`config.mk`:
```
export PLATFORM = sky130hd
export DESIGN_NAME = ght_ctrl
export DESIGN_NICKNAME = d
export VERILOG_FILES = /design/src/sv/ght_pkg.sv /design/src/sv/ght_ctrl.sv
export SDC_FILE = /design/constraint.sdc
export NUM_CORES = 1
export LEC_CHECK = 0
export BUFFER_PORTS_ARGS = -buffer_cell sky130_fd_sc_hd__buf_2
export CORE_AREA = 3 3 40 42
export DETAILED_ROUTE_END_ITERATION = 8
export DIE_AREA = 0 0 43 45
export GPL_ROUTABILITY_DRIVEN = 0
export PLACE_DENSITY = 0.34
export SETUP_SLACK_MARGIN = 0.15
export SYNTH_ARGS = -nofsm -noshare
export SYNTH_HDL_FRONTEND = slang
export SYNTH_SLANG_ARGS = --single-unit
```
`constraint.sdc`:
```
create_clock -name clk_i -period 1.1 [get_ports clk_i]
set_clock_uncertainty 0.15 [all_clocks]
set_input_delay 0.22 -clock clk_i [delete_from_list [all_inputs] [get_ports clk_i]]
set_output_delay 0.22 -clock clk_i [all_outputs]
set_load 0.01 [all_outputs]
```
`src/sv/ght_pkg.sv`:
```
// Shared definitions for the generational handle table.
// Operation and status codes, default sizes and the controller/datapath link types.
`timescale 1ns / 1ps

package ght_pkg;

  // Default sizes; the top level takes these as parameter defaults.
  localparam int unsigned SLOTS_DEF        = 1024;
  localparam int unsigned VERSION_BITS_DEF = 32;

  // Fixed field widths of the request and response beats.
  localparam int unsigned OP_W     = 2;
  localparam int unsigned HVER_W   = 32;
  localparam int unsigned STATUS_W = 2;

  // Operation codes.
  localparam logic [OP_W-1:0] OP_CREATE   = 2'd0;
  localparam logic [OP_W-1:0] OP_VALIDATE = 2'd1;
  localparam logic [OP_W-1:0] OP_DESTROY  = 2'd2;

  // Response status codes.
  localparam logic [STATUS_W-1:0] STATUS_OK      = 2'd0;
  localparam logic [STATUS_W-1:0] STATUS_FULL    = 2'd1;
  localparam logic [STATUS_W-1:0] STATUS_INVALID = 2'd2;

  // Commands from the controller to the datapath.
  typedef struct packed {
    logic capture;   // register the request, read slot and stack top
    logic pop_read;  // read the slot named by the popped stack entry
    logic exec;      // decide, update tables and counters, load the response
  } ght_cmd_t;

  // Status from the datapath to the controller.
  typedef struct packed {
    logic pop_needed;  // incoming create will reuse a freed slot
    logic out_free;    // response register can take a new beat
  } ght_stat_t;

endpackage

```
`src/sv/ght_ctrl.sv`:
```
// Sequencing state machine of the generational handle table.
// Depends on ght_pkg for the command and status structs.
`timescale 1ns / 1ps

module ght_ctrl import ght_pkg::*; (
  input  logic      clk_i,
  input  logic      rst_ni,
  input  logic      req_valid_i,
  output logic      req_ready_o,
  input  ght_stat_t stat_i,
  output ght_cmd_t  cmd_o
);

  localparam logic [1:0] S_IDLE = 2'd0;
  localparam logic [1:0] S_POP  = 2'd1;
  localparam logic [1:0] S_EXEC = 2'd2;

  logic [1:0] state_q, state_d;

  always_comb begin
    state_d        = state_q;
    req_ready_o    = 1'b0;
    cmd_o          = '0;
    unique case (state_q)
      S_IDLE: begin
        req_ready_o = 1'b1;
        if (req_valid_i) begin
          cmd_o.capture = 1'b1;
          state_d       = stat_i.pop_needed ? S_POP : S_EXEC;
        end
      end
      S_POP: begin
        cmd_o.pop_read = 1'b1;
        state_d        = S_EXEC;
      end
      S_EXEC: begin
        // Hold here while the previous response is still waiting.
        if (stat_i.out_free) begin
          cmd_o.exec = 1'b1;
          state_d    = S_IDLE;
        end
      end
      default: state_d = S_IDLE;
    endcase
  end

  always_ff @(posedge clk_i or negedge rst_ni) begin
    if (!rst_ni) begin
      state_q <= S_IDLE;
    end else begin
      state_q <= state_d;
    end
  end

endmodule

```
### After elaboration in Yosys (flattened, before gate mapping)

Cells that the tools add are included.
W data, S select, Z words.

* register bits after elaboration: 2
* input bits: 5
* output and inout bits: 4

* eq/ne operators: 4
* muxes and demuxes: 10
* reductions and logical operators: 2

Operators with widths (number)
* $mux W1: 6
* $mux W2: 3
* $pmux W2 S3: 1
* $ne A2 B2 Y1 const B: 2
* $eq A2 B1 Y1 const B: 1
* $eq A2 B2 Y1 const B: 1
* $logic_not A2 Y1: 1
* $reduce_and A2 Y1: 1

### Depth between registers and ports, before layout

* word-level depth: 3
* mapped depth: 2
* mapped depth without buffers: 2

### Worst setup path before layout

No wires, ideal clock.

* path type: register to output
* start: register state_q[0]
* end: output port cmd_o[2] in the netlist's numbering
* arrival: 0.778 ns
* data required time: 0.730 ns
* slack: -0.048 ns
* stages on the path, launching flop included: 3
* buffers on the path: 0
* cell sequence: dfrtp_1 nor2_2 and2_1

RTL lines
* start: declaration: RTL line ght_ctrl.sv:18 `logic [1:0] state_q, state_d;`
* start signal: assignment: RTL line ght_ctrl.sv:51 `state_q <= state_d;`
* end: declaration: RTL line ght_ctrl.sv:11 `output ght_cmd_t cmd_o`

==> reports/qor.csv <==
metric,value,unit
Setup crit end kind,output port,
part of the power in the clock network,0.295,
Die Outline Area,0.00194,mm²
Post-Synthesis Cells,11,
fraction of power spent switching nets,0.315,
mean instance size in the synthesized netlist,9.21,µm²
Die X-Extent,43,µm
netlist area before placement,101,µm²
"Distinct cells, synth",10,
Synth Flop Type,sky130_fd_sc_hd__dfrtp_1,
initial standard-cell utilization of the core,0.0789,
die height,45,µm
maximum fanout along the worst path,4,
overall global routing resource usage,0.0425,
Max H-tree Level,1,
register with the highest flop count,state_q,
boundary pin count,9,
insertion delay to the later sink of the worst-skew pair,0.22,ns
total iterations of the first detailed-routing run,1,
"flops & latches, synth",2,
Final WS setup,-0.256,ns
slew at the pin with the worst max-slew slack,0.117,ns
count of antenna-violating nets left after detailed routing,0,
# setup viols final,4,
maximum vdd ir drop,0.617,mV
status,"complete, but fails checks",
CTS tree,done,
Yosys warnings,0,
buffer count from post-CTS setup fixing,0,
clock tree root driver cell,sky130_fd_sc_hd__clkbuf_4,
RR Startpoint,state_q[0]$_DFFE_PN0P_,
fraction of registers with async set/reset,1.00,
Post-Syn Nets,16,
Routed WL,320,µm
RSZ-0062 raised after global routing,true,
fin crit share,1.23,
number of buffers created by CTS,3,
sequential power share,0.266,
leakage power,0.110,nW
internal power,371,µW
kind of critical path,flop to output port,
leading area contributor after synthesis,sky130_fd_sc_hd__dfrtp_1,
Reg-to-Reg End,state_q[0]$_DFFE_PN0P_,
global route overflow,0,
DP Wirelength,258,µm
arrival time worst endpoint,0.99,ns
# diodes,0,
DRC violations left,0,
largest registers ranked by flip-flop count,state_q (2),
Maximum Capacitance Violations,0,
total number of nets in the final design,31,
Fin Hold WS,0.0930,ns
area inside the core boundary,0.00128,mm²
hold violation count in the final report,0,
filler cell count in the final layout,148,
sequential cell area in the final layout,52.6,µm²
Clock Sink Count,2,
Worst setup startpoint,state_q[0]$_DFFE_PN0P_,
share of the yosys chip area belonging to registers,0.494,
number of buffers added on ports,8,
achievable frequency,738,MHz
switching power,170,µW
number of global-route vias before repair,142,
wire length per cell after detailed routing,8.21,µm
post-synthesis to final-layout area growth,122,%
Worst Setup Start Kind,flop,
Avg Vias per Cell,3.10,
iteration-0 DRC count of the detailed router,0,
maximum buffer depth of the clock tree,2,
total area of multi-input combinational cells,61.3,µm²
flip-flop count of the largest register after layout,2,
R2R setup slack,0.08,ns
total vias in the final route,121,
fin crit period,1.36,ns
Pwr per Cell Area,2400,mW/mm²
portion of synthesized cell area occupied by the leading cell type,0.494,
clock input transition at the sequential cells of the worst setup and hold paths,0.03,ns
std cell rows,13,
synth top area cells,"sky130_fd_sc_hd__dfrtp_1 49%, sky130_fd_sc_hd__o21a_1 7.4%, sky130_fd_sc_hd__and2_1 6.2%, sky130_fd_sc_hd__and3_1 6.2%, sky130_fd_sc_hd__nand2b_1 6.2%",
antenna violations before repair,0,
final slew viol count,0,
end point of the critical path,cmd_o[2],
most common cell in the netlist,sky130_fd_sc_hd__dfrtp_1,
Hold/Removal Path Class,input port to flop,
setup total negative slack,-0.868,ns
fraction of layout instances using a drive strength above 1,0.708,
failing checks,negative setup slack,
number of cells traversed by the worst register-to-register path,3,
maximum number of pins on one net before global-route repair,5,
number of enable flip-flop cells after synthesis,0,
max-slew headroom at the worst pin,0.922,
critical path data required time,0.73,ns
global-route wire length before repair,517,µm
relative contribution of combinational cells to total power,0.439,
[what timing repair did]
action / in CTS / in global routing
setup endpoints to repair: 6 / 6
hold buffers: 1 / 0
endpoints found under the hold margin: 2 / 0
gates resized for setup: 3 / 1
pin swaps: 4 / 1
[through the flow]
stage | instances | util | worst slack (ns) | cell area, µm² | power, mW
6_report | 39 | 0.175 | -0.256 | 225 | 0.541
5_1_grt | 39 | 0.175 | -0.315 | 225 | 0.586
4_1_cts | 39 | 0.174 | -0.278 | 224 | 0.563
3_5_place_dp | 35 | 0.138 | -0.0587 | 178 | 0.338
3_3_place_gp | 35 | 0.138 | -0.0358 | 178 | 0.336
2_1_floorplan | 11 | - | 0.00413 | 111 | 0.240
[final cells by class]
cell class | instances | share of cell area
Timing Repair Buffer | 10 | 0.311
Multi-Input combinational cell | 9 | 0.272
Sequential cell | 2 | 0.233
Clock buffer | 3 | 0.100
Tap cell | 15 | 0.0833
[worst max-delay path: stages, from the launching register on]
cell and delay (ns):
sky130_fd_sc_hd__dfrtp_2 0.42, sky130_fd_sc_hd__nor2_4 0.11, sky130_fd_sc_hd__and2_4 0.14, sky130_fd_sc_hd__buf_6 0.09
[how the worst min path moves through the flow]
stage / startpoint / end / cells after the start
6_report: stat_i[1] / state_q[0]$_DFFE_PN0P_ / 2
3_3_place_gp: rst_ni / state_q[0]$_DFFE_PN0P_ / 1
5_1_grt: stat_i[1] / state_q[0]$_DFFE_PN0P_ / 2
3_5_place_dp: rst_ni / state_q[0]$_DFFE_PN0P_ / 1
2_1_floorplan: rst_ni / state_q[0]$_DFFE_PN0P_ / 0
4_1_cts: stat_i[1] / state_q[0]$_DFFE_PN0P_ / 2
[layout by cell type (no fill, tap or decap), drive strengths merged]
cell type / netlist / layout
dfrtp: 2 / 2
dlygate4sd3: 0 / 1
o21a: 1 / 1
nand2: 1 / 1
clkbuf: 0 / 3
nor2b: 1 / 1
buf: 0 / 9
and2: 1 / 1
a21oi: 1 / 1
and3: 1 / 1
nor2: 2 / 2
nand2b: 1 / 1
[power by group through the flow]
| stage | Combinational, mW | Clock [mW] | Sequential [mW] |
|---|---|---|---|
| floorplan | 0.106 | 0 | 0.134 |
| global placement | 0.199 | 0 | 0.137 |
| detailed placement | 0.198 | 0 | 0.140 |
| CTS | 0.249 | 0.169 | 0.144 |
| global route | 0.265 | 0.172 | 0.149 |
| finish | 0.238 | 0.159 | 0.144 |
[logic make-up after synthesis]
logic type,Yosys count,synth area share
and+or+nand+nor,7,0.383
DFF,2,0.494
AOI/OAI and AO/OA,2,0.123
[per-layer routing]
layer  wire (µm)  global-route usage  part of all wire
met5           0                   0                 0
met4           0              0.0723                 0
met3          34              0.0120              0.11
met2         133              0.0509              0.42
met1         152              0.0458              0.48
Note: power is estimated with default switching activity, not from simulation.
